## config.mk

```make
export PLATFORM = sky130hd
export DESIGN_NAME = chain_code_shape_descriptors_core_flat
export DESIGN_NICKNAME = d
export VERILOG_FILES = /design/src/ccsd_pkg.sv /design/src/ccsd_if.sv /design/src/chain_code_shape_descriptors_core.sv /design/src/ccsd_accum.sv /design/src/ccsd_post.sv /design/src/flat_wrapper.sv
export SDC_FILE = /design/constraint.sdc
export NUM_CORES = 2
export LEC_CHECK = 0
export BUFFER_PORTS_ARGS = -buffer_cell sky130_fd_sc_hd__buf_2
export CORE_MARGIN = 1
export CORE_UTILIZATION = 55
export DETAILED_ROUTE_END_ITERATION = 12
export PLACE_DENSITY = 0.73
export SYNTH_ARGS = -nofsm -noshare
export SYNTH_HDL_FRONTEND = slang
export SYNTH_SLANG_ARGS = --single-unit
```

## constraint.sdc

```tcl
create_clock -name clk -period 15.8 [get_ports clk]
set_input_delay 3.16 -clock clk [delete_from_list [all_inputs] [get_ports clk]]
set_output_delay 3.16 -clock clk [all_outputs]
set_load 0.005 [all_outputs]
```

## src/ccsd_pkg.sv

```systemverilog
// Shared types, constants and lookup tables for the chain code shape descriptor block.
package ccsd_pkg;

  localparam int COORD_BITS = 12;
  localparam int MAX_CODES  = 65535;
  localparam int CNT_W      = $clog2(MAX_CODES + 2);
  localparam int POS_W      = ((CNT_W > COORD_BITS) ? CNT_W : COORD_BITS) + 2;
  localparam int AREA_W     = 2 * CNT_W + 2;
  localparam int CROSS_W    = CNT_W + 2;
  localparam int CFG_IDX_W  = 2;

  localparam int STEPS_W  = 16;
  localparam int PER_W    = 25;
  localparam int AT_W     = 26;
  localparam int AB_W     = 33;
  localparam int PIX_W    = 25;
  localparam int BOX_W    = 12;
  localparam int PER_CALC_W = CNT_W + 10;
  localparam int AB_CALC_W  = AB_W + 3;

  localparam logic [CNT_W-1:0]      STEPS_MAX = CNT_W'(65535);
  localparam logic [PER_CALC_W-1:0] PER_MAX   = PER_CALC_W'(33554431);
  localparam logic [AREA_W-1:0]     AT_MAX    = AREA_W'(33554432);
  localparam logic [AB_CALC_W-1:0]  AB_MAX    = AB_CALC_W'(64'd8589934591);
  localparam logic [AREA_W-1:0]     PIX_MAX   = AREA_W'(16777216);
  localparam logic [CNT_W-1:0]      CODE_LIMIT = CNT_W'(MAX_CODES);
  localparam logic signed [POS_W-1:0] COORD_TOP = POS_W'((1 << COORD_BITS) - 1);

  typedef enum logic [CFG_IDX_W-1:0] {
    CFG_START_X = 2'd0,
    CFG_START_Y = 2'd1,
    CFG_QUERY_X = 2'd2,
    CFG_QUERY_Y = 2'd3
  } cfg_idx_t;

  typedef enum logic [1:0] {
    CT_DEC  = 2'd0,
    CT_INC  = 2'd1,
    CT_NONE = 2'd2,
    CT_ONE  = 2'd3
  } corner_t;

  typedef struct packed {
    logic [COORD_BITS-1:0] start_x;
    logic [COORD_BITS-1:0] start_y;
    logic [COORD_BITS-1:0] query_x;
    logic [COORD_BITS-1:0] query_y;
  } cfg_t;

  typedef struct packed {
    logic [CNT_W-1:0]         even;
    logic [CNT_W-1:0]         odd;
    logic signed [AREA_W-1:0] area;
    logic signed [AREA_W-1:0] pix;
    logic signed [POS_W-1:0]  min_x;
    logic signed [POS_W-1:0]  max_x;
    logic signed [POS_W-1:0]  min_y;
    logic signed [POS_W-1:0]  max_y;
    logic                     enclosed;
  } raw_t;

  localparam logic signed [1:0] STEP_DX [8] = '{2'sd1, 2'sd1, 2'sd0, -2'sd1,
                                                -2'sd1, -2'sd1, 2'sd0, 2'sd1};
  localparam logic signed [1:0] STEP_DY [8] = '{2'sd0, -2'sd1, -2'sd1, -2'sd1,
                                                2'sd0, 2'sd1, 2'sd1, 2'sd1};

  localparam logic [1:0] CORNER_TYPE [8][8] = '{
    '{2'd1, 2'd1, 2'd1, 2'd3, 2'd3, 2'd2, 2'd2, 2'd1},
    '{2'd1, 2'd1, 2'd1, 2'd3, 2'd3, 2'd3, 2'd2, 2'd1},
    '{2'd2, 2'd2, 2'd2, 2'd0, 2'd0, 2'd0, 2'd0, 2'd2},
    '{2'd2, 2'd2, 2'd2, 2'd0, 2'd0, 2'd0, 2'd0, 2'd3},
    '{2'd3, 2'd2, 2'd2, 2'd0, 2'd0, 2'd0, 2'd0, 2'd3},
    '{2'd3, 2'd3, 2'd2, 2'd0, 2'd0, 2'd0, 2'd0, 2'd3},
    '{2'd1, 2'd1, 2'd1, 2'd2, 2'd2, 2'd2, 2'd2, 2'd1},
    '{2'd1, 2'd1, 2'd1, 2'd3, 2'd2, 2'd2, 2'd2, 2'd1}
  };

  localparam logic signed [1:0] CROSS_ROW [8][8] = '{
    '{2'sd0, 2'sd1, 2'sd1, 2'sd1, 2'sd1, 2'sd0, 2'sd0, 2'sd0},
    '{2'sd0, 2'sd1, 2'sd1, 2'sd1, 2'sd1, 2'sd0, 2'sd0, 2'sd0},
    '{2'sd0, 2'sd1, 2'sd1, 2'sd1, 2'sd1, 2'sd0, 2'sd0, 2'sd0},
    '{2'sd0, 2'sd1, 2'sd1, 2'sd1, 2'sd1, 2'sd0, 2'sd0, 2'sd0},
    '{-2'sd1, 2'sd0, 2'sd0, 2'sd0, 2'sd0, -2'sd1, -2'sd1, -2'sd1},
    '{-2'sd1, 2'sd0, 2'sd0, 2'sd0, 2'sd0, -2'sd1, -2'sd1, -2'sd1},
    '{-2'sd1, 2'sd0, 2'sd0, 2'sd0, 2'sd0, -2'sd1, -2'sd1, -2'sd1},
    '{-2'sd1, 2'sd0, 2'sd0, 2'sd0, 2'sd0, -2'sd1, -2'sd1, -2'sd1}
  };

  localparam logic [7:0] CROSS_HIT [8] = '{
    8'b0000_0000, 8'b0010_0000, 8'b0110_0000, 8'b1110_0000,
    8'b1110_0001, 8'b1110_0011, 8'b1110_0111, 8'b1110_1111
  };

  function automatic logic signed [CROSS_W-1:0] cross_term(
    input logic v, input logic j, input logic [2:0] pre, input logic [2:0] cur);
    logic signed [CROSS_W-1:0] row;
    logic signed [CROSS_W-1:0] hit;
    row = v ? CROSS_W'(CROSS_ROW[pre][cur]) : '0;
    hit = (j && CROSS_HIT[pre][cur]) ? CROSS_W'(1) : '0;
    return row + hit;
  endfunction

endpackage

```

## src/ccsd_if.sv

```systemverilog
// Channel interfaces: chain code input, descriptor result and register write.
interface ccsd_in_if;
  logic       valid;
  logic       ready;
  logic [2:0] code;
  logic       final_code;
  modport source (output valid, code, final_code, input ready);
  modport sink (input valid, code, final_code, output ready);
endinterface

interface ccsd_out_if;
  logic        valid;
  logic        ready;
  logic [15:0] even_steps;
  logic [15:0] odd_steps;
  logic [24:0] perimeter_q8;
  logic [25:0] area_twice;
  logic [32:0] area_border_q8;
  logic [24:0] pixel_count;
  logic [11:0] box_min_x;
  logic [11:0] box_max_x;
  logic [11:0] box_min_y;
  logic [11:0] box_max_y;
  logic        query_inside;
  modport source (output valid, even_steps, odd_steps, perimeter_q8, area_twice,
                  area_border_q8, pixel_count, box_min_x, box_max_x, box_min_y,
                  box_max_y, query_inside, input ready);
  modport sink (input valid, even_steps, odd_steps, perimeter_q8, area_twice,
                area_border_q8, pixel_count, box_min_x, box_max_x, box_min_y,
                box_max_y, query_inside, output ready);
endinterface

interface ccsd_cfg_if;
  logic        valid;
  logic        ready;
  logic [1:0]  index;
  logic [11:0] data;
  modport source (output valid, index, data, input ready);
  modport sink (input valid, index, data, output ready);
endinterface

```

## src/chain_code_shape_descriptors_core.sv

```systemverilog
// Top level of the chain code shape descriptor block: register file and stage wiring.
//
//   channel | dir | handshake     | payload
//   in_ch   | in  | valid/ready   | code, final_code
//   out_ch  | out | valid/ready   | step counts, perimeter, areas, pixel count, box, inside
//   cfg_ch  | in  | valid/ready   | index, data (start_x, start_y, query_x, query_y)
//
// One chain code request per cycle unless a final code is held. A final code loads the
// input register when accepted, closes the sums into the raw result register and then
// reaches the output register, each held while the next is full. Non-final codes keep
// flowing while a result waits. rst_n is synchronous; cfg_ch is always ready.
module chain_code_shape_descriptors_core
  import ccsd_pkg::*;
(
  input logic clk,
  input logic rst_n,
  ccsd_in_if.sink    in_ch,
  ccsd_out_if.source out_ch,
  ccsd_cfg_if.sink   cfg_ch
);

  cfg_t cfg_r, cfg_nxt;
  logic raw_valid, raw_ready;
  raw_t raw;

  assign cfg_ch.ready = 1'b1;

  always_comb begin
    cfg_nxt = cfg_r;
    if (cfg_ch.valid) begin
      case (cfg_idx_t'(cfg_ch.index))
        CFG_START_X: cfg_nxt.start_x = cfg_ch.data;
        CFG_START_Y: cfg_nxt.start_y = cfg_ch.data;
        CFG_QUERY_X: cfg_nxt.query_x = cfg_ch.data;
        CFG_QUERY_Y: cfg_nxt.query_y = cfg_ch.data;
        default:     cfg_nxt = cfg_r;
      endcase
    end
  end

  always_ff @(posedge clk) begin
    if (!rst_n) begin
      cfg_r <= '0;
    end else begin
      cfg_r <= cfg_nxt;
    end
  end

  ccsd_accum u_accum (
    .clk       (clk),
    .rst_n     (rst_n),
    .cfg       (cfg_r),
    .in_valid  (in_ch.valid),
    .in_ready  (in_ch.ready),
    .in_code   (in_ch.code),
    .in_final  (in_ch.final_code),
    .raw_valid (raw_valid),
    .raw_ready (raw_ready),
    .raw       (raw)
  );

  ccsd_post u_post (
    .clk       (clk),
    .rst_n     (rst_n),
    .raw_valid (raw_valid),
    .raw_ready (raw_ready),
    .raw       (raw),
    .out_ch    (out_ch)
  );

endmodule

```

## src/ccsd_accum.sv

```systemverilog
// Input register, contour walk accumulators and the raw result register.
module ccsd_accum
  import ccsd_pkg::*;
(
  input  logic       clk,
  input  logic       rst_n,
  input  cfg_t       cfg,
  input  logic       in_valid,
  output logic       in_ready,
  input  logic [2:0] in_code,
  input  logic       in_final,
  output logic       raw_valid,
  input  logic       raw_ready,
  output raw_t       raw
);

  logic       s1_v_r, s1_v_nxt;
  logic [2:0] s1_code_r;
  logic       s1_fin_r;

  logic                      seen_r, seen_nxt;
  logic [2:0]                first_dir_r, first_dir_nxt;
  logic [2:0]                prev_r, prev_nxt;
  logic                      fv_r, fv_nxt, fj_r, fj_nxt;
  logic signed [POS_W-1:0]   pos_x_r, pos_x_nxt, pos_y_r, pos_y_nxt;
  logic signed [CNT_W:0]     rel_y_r, rel_y_nxt;
  logic [CNT_W-1:0]          step_r, step_nxt, diag_r, diag_nxt;
  logic signed [AREA_W-1:0]  area_r, area_nxt, pix_r, pix_nxt;
  logic signed [CROSS_W-1:0] cross_r, cross_nxt;
  logic signed [POS_W-1:0]   bmin_x_r, bmax_x_r, bmin_y_r, bmax_y_r;
  logic signed [POS_W-1:0]   bmin_x_nxt, bmax_x_nxt, bmin_y_nxt, bmax_y_nxt;

  logic s2_v_r, s2_v_nxt;
  raw_t raw_r, raw_nxt;

  logic       s2_free, acc_take, drop, first;
  logic [2:0] c, fd;
  logic signed [1:0] dx, dy;
  logic signed [POS_W-1:0]  bx, by, qx, qy, nx, ny;
  logic signed [POS_W-1:0]  lo_x, hi_x, lo_y, hi_y;
  logic                     v, j, fv_use, fj_use;
  logic signed [AREA_W-1:0] ry, ay, area_add, pix_add, pix_close;
  logic signed [CROSS_W-1:0] cross_add, cross_close;
  logic [1:0]               ct, ct_close;

  assign s2_free  = !s2_v_r || raw_ready;
  assign acc_take = s1_v_r && (!s1_fin_r || s2_free);
  assign in_ready = !s1_v_r || acc_take;
  assign raw_valid = s2_v_r;
  assign raw       = raw_r;

  always_comb begin
    c     = s1_code_r;
    first = !seen_r;
    drop  = !s1_fin_r && (step_r >= CODE_LIMIT);
    dx    = STEP_DX[c];
    dy    = STEP_DY[c];
    bx    = first ? POS_W'(cfg.start_x) : pos_x_r;
    by    = first ? POS_W'(cfg.start_y) : pos_y_r;
    qx    = POS_W'(cfg.query_x);
    qy    = POS_W'(cfg.query_y);
    v     = (bx >= qx) && (by == qy);
    j     = (bx == qx) && (by == qy);
    fd     = first ? c : first_dir_r;
    fv_use = first ? v : fv_r;
    fj_use = first ? j : fj_r;
    lo_x  = first ? bx : bmin_x_r;
    hi_x  = first ? bx : bmax_x_r;
    lo_y  = first ? by : bmin_y_r;
    hi_y  = first ? by : bmax_y_r;

    ry = AREA_W'(rel_y_r);
    ay = (ry <<< 1) + AREA_W'(dy);
    case (dx)
      2'sd1:   area_add = ay;
      -2'sd1:  area_add = -ay;
      default: area_add = '0;
    endcase

    ct = CORNER_TYPE[prev_r][c];
    case (ct)
      CT_DEC:  pix_add = -ry;
      CT_INC:  pix_add = ry + AREA_W'(1);
      CT_ONE:  pix_add = AREA_W'(1);
      default: pix_add = '0;
    endcase
    if (first) begin
      pix_add = '0;
    end
    cross_add = first ? '0 : cross_term(v, j, prev_r, c);

    ct_close    = CORNER_TYPE[c][fd];
    pix_close   = (ct_close == CT_INC || ct_close == CT_ONE) ? AREA_W'(1) : '0;
    cross_close = cross_term(fv_use, fj_use, c, fd);

    nx = bx + POS_W'(dx);
    ny = by + POS_W'(dy);

    area_nxt  = area_r + area_add;
    pix_nxt   = pix_r + pix_add + (s1_fin_r ? pix_close : '0);
    cross_nxt = cross_r + cross_add + (s1_fin_r ? cross_close : '0);
    step_nxt  = step_r + CNT_W'(1);
    diag_nxt  = diag_r + CNT_W'(c[0]);
    rel_y_nxt = rel_y_r + (CNT_W + 1)'(dy);
    pos_x_nxt = nx;
    pos_y_nxt = ny;
    prev_nxt  = c;
    first_dir_nxt = fd;
    fv_nxt    = fv_use;
    fj_nxt    = fj_use;
    seen_nxt  = 1'b1;

    bmin_x_nxt = (nx < lo_x) ? nx : lo_x;
    bmax_x_nxt = (nx > hi_x) ? nx : hi_x;
    bmin_y_nxt = (ny < lo_y) ? ny : lo_y;
    bmax_y_nxt = (ny > hi_y) ? ny : hi_y;

    raw_nxt.even     = step_nxt - diag_nxt;
    raw_nxt.odd      = diag_nxt;
    raw_nxt.area     = area_nxt;
    raw_nxt.pix      = pix_nxt;
    raw_nxt.min_x    = lo_x;
    raw_nxt.max_x    = hi_x;
    raw_nxt.min_y    = lo_y;
    raw_nxt.max_y    = hi_y;
    raw_nxt.enclosed = (cross_nxt != '0);

    s1_v_nxt = in_valid ? 1'b1 : (s1_v_r && !acc_take);
    if (acc_take && s1_fin_r) begin
      s2_v_nxt = 1'b1;
    end else if (raw_ready) begin
      s2_v_nxt = 1'b0;
    end else begin
      s2_v_nxt = s2_v_r;
    end
  end

  always_ff @(posedge clk) begin
    if (!rst_n) begin
      s1_v_r      <= 1'b0;
      s2_v_r      <= 1'b0;
      seen_r      <= 1'b0;
      first_dir_r <= '0;
      prev_r      <= '0;
      fv_r        <= 1'b0;
      fj_r        <= 1'b0;
      rel_y_r     <= '0;
      step_r      <= '0;
      diag_r      <= '0;
      area_r      <= '0;
      pix_r       <= '0;
      cross_r     <= '0;
    end else begin
      if (in_ready) begin
        s1_v_r <= s1_v_nxt;
      end
      s2_v_r <= s2_v_nxt;
      if (acc_take && !drop) begin
        if (s1_fin_r) begin
          // contour closed: clear for the next one
          seen_r      <= 1'b0;
          first_dir_r <= '0;
          prev_r      <= '0;
          fv_r        <= 1'b0;
          fj_r        <= 1'b0;
          rel_y_r     <= '0;
          step_r      <= '0;
          diag_r      <= '0;
          area_r      <= '0;
          pix_r       <= '0;
          cross_r     <= '0;
        end else begin
          seen_r      <= seen_nxt;
          first_dir_r <= first_dir_nxt;
          prev_r      <= prev_nxt;
          fv_r        <= fv_nxt;
          fj_r        <= fj_nxt;
          rel_y_r     <= rel_y_nxt;
          step_r      <= step_nxt;
          diag_r      <= diag_nxt;
          area_r      <= area_nxt;
          pix_r       <= pix_nxt;
          cross_r     <= cross_nxt;
        end
      end
    end
  end

  always_ff @(posedge clk) begin
    if (in_ready && in_valid) begin
      s1_code_r <= in_code;
      s1_fin_r  <= in_final;
    end
    if (acc_take && !drop && !s1_fin_r) begin
      pos_x_r  <= pos_x_nxt;
      pos_y_r  <= pos_y_nxt;
      bmin_x_r <= bmin_x_nxt;
      bmax_x_r <= bmax_x_nxt;
      bmin_y_r <= bmin_y_nxt;
      bmax_y_r <= bmax_y_nxt;
    end
    if (acc_take && s1_fin_r) begin
      raw_r <= raw_nxt;
    end
  end

endmodule

```

## src/ccsd_post.sv

```systemverilog
// Result formatting: magnitudes, weighted perimeter, saturation and the output register.
module ccsd_post
  import ccsd_pkg::*;
(
  input  logic clk,
  input  logic rst_n,
  input  logic raw_valid,
  output logic raw_ready,
  input  raw_t raw,
  ccsd_out_if.source out_ch
);

  logic out_v_r, out_v_nxt;

  logic [STEPS_W-1:0] even_r, even_nxt, odd_r, odd_nxt;
  logic [PER_W-1:0]   per_r, per_nxt;
  logic [AT_W-1:0]    at_r, at_nxt;
  logic [AB_W-1:0]    ab_r, ab_nxt;
  logic [PIX_W-1:0]   pix_r, pix_nxt;
  logic [BOX_W-1:0]   min_x_r, max_x_r, min_y_r, max_y_r;
  logic [BOX_W-1:0]   min_x_nxt, max_x_nxt, min_y_nxt, max_y_nxt;
  logic               inside_r;

  logic [AREA_W-1:0]     area_mag, pix_mag;
  logic [PER_CALC_W-1:0] per_full;
  logic [AB_CALC_W-1:0]  ab_full;
  logic                  area_big;

  function automatic logic [BOX_W-1:0] clamp_coord(input logic signed [POS_W-1:0] p);
    logic [BOX_W-1:0] r;
    if (p < 0) begin
      r = '0;
    end else if (p > COORD_TOP) begin
      r = BOX_W'(COORD_TOP);
    end else begin
      r = p[BOX_W-1:0];
    end
    return r;
  endfunction

  assign raw_ready = !out_v_r || out_ch.ready;

  always_comb begin
    area_mag = raw.area[AREA_W-1] ? AREA_W'(-raw.area) : AREA_W'(raw.area);
    pix_mag  = raw.pix[AREA_W-1] ? AREA_W'(-raw.pix) : AREA_W'(raw.pix);
    area_big = (area_mag[AREA_W-1:AT_W] != '0);

    per_full = (PER_CALC_W'(raw.even) << 8) + PER_CALC_W'(raw.odd) * PER_CALC_W'(362);
    ab_full  = (AB_CALC_W'(area_mag[AT_W-1:0]) << 7) + (AB_CALC_W'(raw.even) << 7)
             + AB_CALC_W'(raw.odd) * AB_CALC_W'(181);

    even_nxt = (raw.even > STEPS_MAX) ? STEPS_W'(STEPS_MAX) : raw.even[STEPS_W-1:0];
    odd_nxt  = (raw.odd > STEPS_MAX) ? STEPS_W'(STEPS_MAX) : raw.odd[STEPS_W-1:0];
    per_nxt  = (per_full > PER_MAX) ? PER_W'(PER_MAX) : per_full[PER_W-1:0];
    at_nxt   = (area_mag > AT_MAX) ? AT_W'(AT_MAX) : area_mag[AT_W-1:0];
    ab_nxt   = (area_big || ab_full > AB_MAX) ? AB_W'(AB_MAX) : ab_full[AB_W-1:0];
    pix_nxt  = (pix_mag > PIX_MAX) ? PIX_W'(PIX_MAX) : pix_mag[PIX_W-1:0];
    min_x_nxt = clamp_coord(raw.min_x);
    max_x_nxt = clamp_coord(raw.max_x);
    min_y_nxt = clamp_coord(raw.min_y);
    max_y_nxt = clamp_coord(raw.max_y);

    if (raw_valid && raw_ready) begin
      out_v_nxt = 1'b1;
    end else if (out_ch.ready) begin
      out_v_nxt = 1'b0;
    end else begin
      out_v_nxt = out_v_r;
    end
  end

  always_ff @(posedge clk) begin
    if (!rst_n) begin
      out_v_r <= 1'b0;
    end else begin
      out_v_r <= out_v_nxt;
    end
  end

  always_ff @(posedge clk) begin
    if (raw_valid && raw_ready) begin
      even_r   <= even_nxt;
      odd_r    <= odd_nxt;
      per_r    <= per_nxt;
      at_r     <= at_nxt;
      ab_r     <= ab_nxt;
      pix_r    <= pix_nxt;
      min_x_r  <= min_x_nxt;
      max_x_r  <= max_x_nxt;
      min_y_r  <= min_y_nxt;
      max_y_r  <= max_y_nxt;
      inside_r <= raw.enclosed;
    end
  end

  assign out_ch.valid          = out_v_r;
  assign out_ch.even_steps     = even_r;
  assign out_ch.odd_steps      = odd_r;
  assign out_ch.perimeter_q8   = per_r;
  assign out_ch.area_twice     = at_r;
  assign out_ch.area_border_q8 = ab_r;
  assign out_ch.pixel_count    = pix_r;
  assign out_ch.box_min_x      = min_x_r;
  assign out_ch.box_max_x      = max_x_r;
  assign out_ch.box_min_y      = min_y_r;
  assign out_ch.box_max_y      = max_y_r;
  assign out_ch.query_inside   = inside_r;

endmodule
```

## src/flat_wrapper.sv

```systemverilog
// flat-port wrapper written by rule: the top's interface ports become plain ports
module chain_code_shape_descriptors_core_flat import ccsd_pkg::*;
  (clk, rst_n, in_ch_valid, in_ch_code, in_ch_final_code, in_ch_ready, out_ch_valid, out_ch_even_steps, out_ch_odd_steps, out_ch_perimeter_q8, out_ch_area_twice, out_ch_area_border_q8, out_ch_pixel_count, out_ch_box_min_x, out_ch_box_max_x, out_ch_box_min_y, out_ch_box_max_y, out_ch_query_inside, out_ch_ready, cfg_ch_valid, cfg_ch_index, cfg_ch_data, cfg_ch_ready);
  ccsd_in_if in_ch_i ();
  ccsd_out_if out_ch_i ();
  ccsd_cfg_if cfg_ch_i ();
  input logic clk;
  input logic rst_n;
  input wire logic [$bits(in_ch_i.valid)-1:0] in_ch_valid;
  input wire logic [$bits(in_ch_i.code)-1:0] in_ch_code;
  input wire logic [$bits(in_ch_i.final_code)-1:0] in_ch_final_code;
  output wire logic [$bits(in_ch_i.ready)-1:0] in_ch_ready;
  output wire logic [$bits(out_ch_i.valid)-1:0] out_ch_valid;
  output wire logic [$bits(out_ch_i.even_steps)-1:0] out_ch_even_steps;
  output wire logic [$bits(out_ch_i.odd_steps)-1:0] out_ch_odd_steps;
  output wire logic [$bits(out_ch_i.perimeter_q8)-1:0] out_ch_perimeter_q8;
  output wire logic [$bits(out_ch_i.area_twice)-1:0] out_ch_area_twice;
  output wire logic [$bits(out_ch_i.area_border_q8)-1:0] out_ch_area_border_q8;
  output wire logic [$bits(out_ch_i.pixel_count)-1:0] out_ch_pixel_count;
  output wire logic [$bits(out_ch_i.box_min_x)-1:0] out_ch_box_min_x;
  output wire logic [$bits(out_ch_i.box_max_x)-1:0] out_ch_box_max_x;
  output wire logic [$bits(out_ch_i.box_min_y)-1:0] out_ch_box_min_y;
  output wire logic [$bits(out_ch_i.box_max_y)-1:0] out_ch_box_max_y;
  output wire logic [$bits(out_ch_i.query_inside)-1:0] out_ch_query_inside;
  input wire logic [$bits(out_ch_i.ready)-1:0] out_ch_ready;
  input wire logic [$bits(cfg_ch_i.valid)-1:0] cfg_ch_valid;
  input wire logic [$bits(cfg_ch_i.index)-1:0] cfg_ch_index;
  input wire logic [$bits(cfg_ch_i.data)-1:0] cfg_ch_data;
  output wire logic [$bits(cfg_ch_i.ready)-1:0] cfg_ch_ready;
  assign in_ch_i.valid = in_ch_valid;
  assign in_ch_i.code = in_ch_code;
  assign in_ch_i.final_code = in_ch_final_code;
  assign in_ch_ready = in_ch_i.ready;
  assign out_ch_valid = out_ch_i.valid;
  assign out_ch_even_steps = out_ch_i.even_steps;
  assign out_ch_odd_steps = out_ch_i.odd_steps;
  assign out_ch_perimeter_q8 = out_ch_i.perimeter_q8;
  assign out_ch_area_twice = out_ch_i.area_twice;
  assign out_ch_area_border_q8 = out_ch_i.area_border_q8;
  assign out_ch_pixel_count = out_ch_i.pixel_count;
  assign out_ch_box_min_x = out_ch_i.box_min_x;
  assign out_ch_box_max_x = out_ch_i.box_max_x;
  assign out_ch_box_min_y = out_ch_i.box_min_y;
  assign out_ch_box_max_y = out_ch_i.box_max_y;
  assign out_ch_query_inside = out_ch_i.query_inside;
  assign out_ch_i.ready = out_ch_ready;
  assign cfg_ch_i.valid = cfg_ch_valid;
  assign cfg_ch_i.index = cfg_ch_index;
  assign cfg_ch_i.data = cfg_ch_data;
  assign cfg_ch_ready = cfg_ch_i.ready;
  chain_code_shape_descriptors_core u_core (.clk(clk), .rst_n(rst_n), .in_ch(in_ch_i), .out_ch(out_ch_i), .cfg_ch(cfg_ch_i));
endmodule
```

==> results.py <==
metrics = {
    "outcome": {
        "run_status": "finished clean",
    },
    "logic_synthesis": {
        "ys_types": 88,
        "synth.avg_cell_area_um2": 9.59,
        "seq_area_frac_synth_pct": 40.7,
        "post-synth-top-count-cell": "nor2_1",
        "synth-edff-count": 491,
        "synth_nets": 5337,
        "syn_inst": 4826,
        "yosysWarnings": 0,
        "syn_area_um2": 46300,
        "yosys.area.top_type": "edfxtp_1",
        "synth_flop_cell": "edfxtp_1",
        "async_reset_ff_share_pct": 0,
        "synth_common_cells": "nor2_1, edfxtp_1, inv_1, ha_1, nand2_1",
        "ys_ff_latch": 694,
        "yosys-top-cells-area": "edfxtp_1, ha_1, dfxtp_1",
        "synth_top_cell_area_share_pct": 31.9,
    },
    "place": {
        "post-place-ws_ps": 7100,
        "placed_area_um2": 48200,
        "io_buffers": 214,
        "gp_congestion": 0.940,
        "placedCellCount": 5945,
        "hpwl_um": 80800,
    },
    "critical_path": {
        "critPathCaptureType": "register",
        "crit_end": "u_core.u_accum.raw[0]$_DFFE_PP_",
        "critPathLaunchType": "register",
        "critPathMaxStageDelay_ps": 750,
        "setup.worst_path.start": "u_core.u_accum.seen_r$_SDFFE_PN0P_",
        "crit_top_cell": "a21oi_1",
        "worstPathRequired_ps": 16140,
        "crit_slowest_cell": "buf_4",
        "crit_family": "compound AO/OA/AOI/OAI gates",
        "path_class": "register to register",
        "cp_max_fo": 78,
        "worst_r2r_endpoint": "u_core.u_accum.raw[0]$_DFFE_PP_",
        "reg2reg_from": "u_core.u_accum.seen_r$_SDFFE_PN0P_",
        "timing.critical_path.buf_inv": 4,
        "rrSetupSlack_ps": 6880,
        "critPathArrivalTime_ps": 9260,
        "rr_worst_depth": 27,
        "crit_cells": 27,
    },
    "final_layout": {
        "nets": 5464,
        "drive_gt1_share_pct": 8.90,
        "fin_area_um2": 50800,
        "area_growth_pct": 9.74,
        "fin_cells": 6084,
        "final_util_pct": 61.4,
    },
    "route": {
        "vias": 35246,
        "firstDrtPassIters": 7,
        "antenna_left": 0,
        "drc": 0,
        "wl_per_cell_um": 18.2,
        "first_iter_violations": 2552,
        "wirelength_um": 110000,
        "via_per_inst": 5.79,
    },
    "worst_hold_path": {
        "hp-class": "register to register",
    },
    "power": {
        "peakVddDrop_v": 0.000139,
        "powerDensity_nw_per_um2": 139,
        "total_leakage_power_uw": 0.0214,
    },
    "sta": {
        "tightest_slew_ps": 1120,
        "fin_ws_ps": 6880,
        "rsz0062_at_grt": "false",
        "max_clock_freq_ghz": 0.112,
        "finalSetupTns_ps": 0,
        "skew_ps": 52.7,
        "finalMaxSlewViolations": 0,
        "relSlewSlack_pct": 25.2,
        "fin_crit_ps": 8920,
        "setup-violations-final": 0,
        "finalCritPeriodShare_pct": 56.5,
        "finalHoldViolCount": 0,
    },
    "global_route": {
        "grtUsageMet1_pct": 35.7,
        "grt_pass1_vias": 33477,
        "met2_usage_pct": 41.2,
        "antenna_found_initial": 5,
        "grt_max_degree": 118,
        "grt_usage_pct": 25.5,
        "grt_pass1_wl_um": 177000,
        "gr-total-overflow": 0,
        "grtUsageMet3_pct": 3.08,
        "top_usage_layer": "met2",
    },
    "clocking": {
        "holdBufCountCts": 0,
        "cts_tree": "done",
        "cts_resized": 0,
        "cts_max_level": 3,
        "numCtsBuffers": 76,
        "path_clk_slew_ps": 60,
        "clockRootBuffer": "clkbuf_16",
        "postCtsSetupRepairBufs": 0,
        "numClockSinks": 694,
        "clock_latency_ps": 650,
        "cts_buffer_depth": 3,
    },
    "run": {
        "drv_cap": 0,
    },
    "die": {
        "die_area_um2": 85300,
        "die_x_um": 292,
        "num_rows": 105,
        "num_io_pins": 216,
        "die_h_um": 292,
        "start_util_pct": 56.0,
        "core_um2": 82600,
    },
}
==> logic make-up (layout without fill, tap and decap cells) <==
family / after synthesis / count (layout) / synth area share, %
buffers and inverters: 639 / 826 / 5.25
AO/OA/AOI/OAI: 1018 / 1018 / 14.1
AND/OR/NAND/NOR: 1518 / 1518 / 15.5
XOR/XNOR: 331 / 331 / 6.27
flip-flops: 694 / 694 / 40.7
adder cells (fa/ha/maj): 488 / 488 / 15.2
other: 1 / 2 / 0.00811
multiplexers: 137 / 137 / 3.04
==> sequential cells by signal, indices dropped and copies added, names as in the netlist, 17 cells and up <==
name and cells:
u_core.u_post.out_ch.area_twice 26, u_core.u_post.out_ch.perimeter_q8 25, u_core.u_accum.pos_y_r 19, u_core.u_accum.raw 183
u_core.u_accum.step_r 17, u_core.u_post.out_ch.area_border_q8 33, u_core.u_accum.cross_r 19, u_core.u_accum.pix_r 36
u_core.u_accum.bmin_x_r 19, u_core.u_accum.rel_y_r 18, u_core.u_post.out_ch.pixel_count 25, u_core.u_accum.bmax_y_r 19
u_core.u_accum.area_r 36, u_core.u_accum.bmin_y_r 19, u_core.u_accum.diag_r 17, u_core.cfg_r 48
u_core.u_accum.bmax_x_r 19, u_core.u_accum.pos_x_r 19
==> power breakdown <==
| group | switching, uW | leakage, uW | internal, uW |
|---|---|---|---|
| sequential | 53.6 | 0.00615 | 2090 |
| clock | 770 | 0.00122 | 1040 |
| combinational | 1830 | 0.0141 | 1270 |
==> placed cells by master, fill, tap and decap left out, drive strengths merged, types with 33 or more instances in the layout <==
master / Yosys / routed
nor2: 565 / 565
edfxtp: 491 / 491
inv: 442 / 446
ha: 362 / 362
nand2: 341 / 341
a21oi: 320 / 320
buf: 35 / 245
dfxtp: 203 / 203
xnor2: 193 / 193
o21ai: 191 / 191
xor2: 138 / 138
fa: 126 / 126
mux2i: 120 / 120
a22oi: 112 / 112
clkbuf: 161 / 102
nor3: 97 / 97
nand3: 95 / 95
a21o: 87 / 87
nor2b: 67 / 67
nand2b: 51 / 51
nand4: 48 / 48
nor4: 44 / 44
or3: 41 / 41
o21a: 40 / 40
a31oi: 39 / 39
or2: 34 / 34
and3: 33 / 33
==> per-layer routing <==
layer	part of all wire, %	up-vias
met4	2.8	8
met3	5.7	182
li1	-	17345
met2	46	946
met5	0.049	-
met1	45	16765
==> tightest hold or removal path: stages, from the launching register on <==
cell     delay (ps)
dfxtp_1         310
nand2_1          50
a21oi_1          50
==> metrics by stage <==
stage	hold WS, ps	power, uW
final	460	7050
after global routing	483	7530
after CTS	459	7060
after detailed placement	434	5230
after global placement	442	5160
after floorplan	400	4550
==> how the worst min path moves through the flow <==
stage          slack, ps  depth (start not counted)                             from                                          end
2_1_floorplan        400                          0  u_core.u_accum.raw[0]$_DFFE_PP_  u_core.u_post.out_ch.query_inside$_DFFE_PP_
3_3_place_gp         440                          2    u_core.cfg_r[15]$_SDFFE_PN0P_                u_core.cfg_r[15]$_SDFFE_PN0P_
3_5_place_dp         430                          0  u_core.u_accum.raw[0]$_DFFE_PP_  u_core.u_post.out_ch.query_inside$_DFFE_PP_
4_1_cts              460                          2    u_core.cfg_r[17]$_SDFFE_PN0P_                u_core.cfg_r[17]$_SDFFE_PN0P_
5_1_grt              480                          2    u_core.cfg_r[14]$_SDFFE_PN0P_                u_core.cfg_r[14]$_SDFFE_PN0P_
6_report             460                          2    u_core.cfg_r[17]$_SDFFE_PN0P_                u_core.cfg_r[17]$_SDFFE_PN0P_
==> cell type report <==
class / count / area [um2]
flip-flops and latches: 694 / 18800
well taps: 1070 / 1340
fillers: 6880 / 31900
multi-input cells: 3493 / 25100
diodes: 1 / 2.50
clock buffers: 102 / 2080
clock inverters: 36 / 453
inverters: 443 / 1680
repair buffers: 245 / 1300
Note: power is estimated with default switching activity, not from simulation.
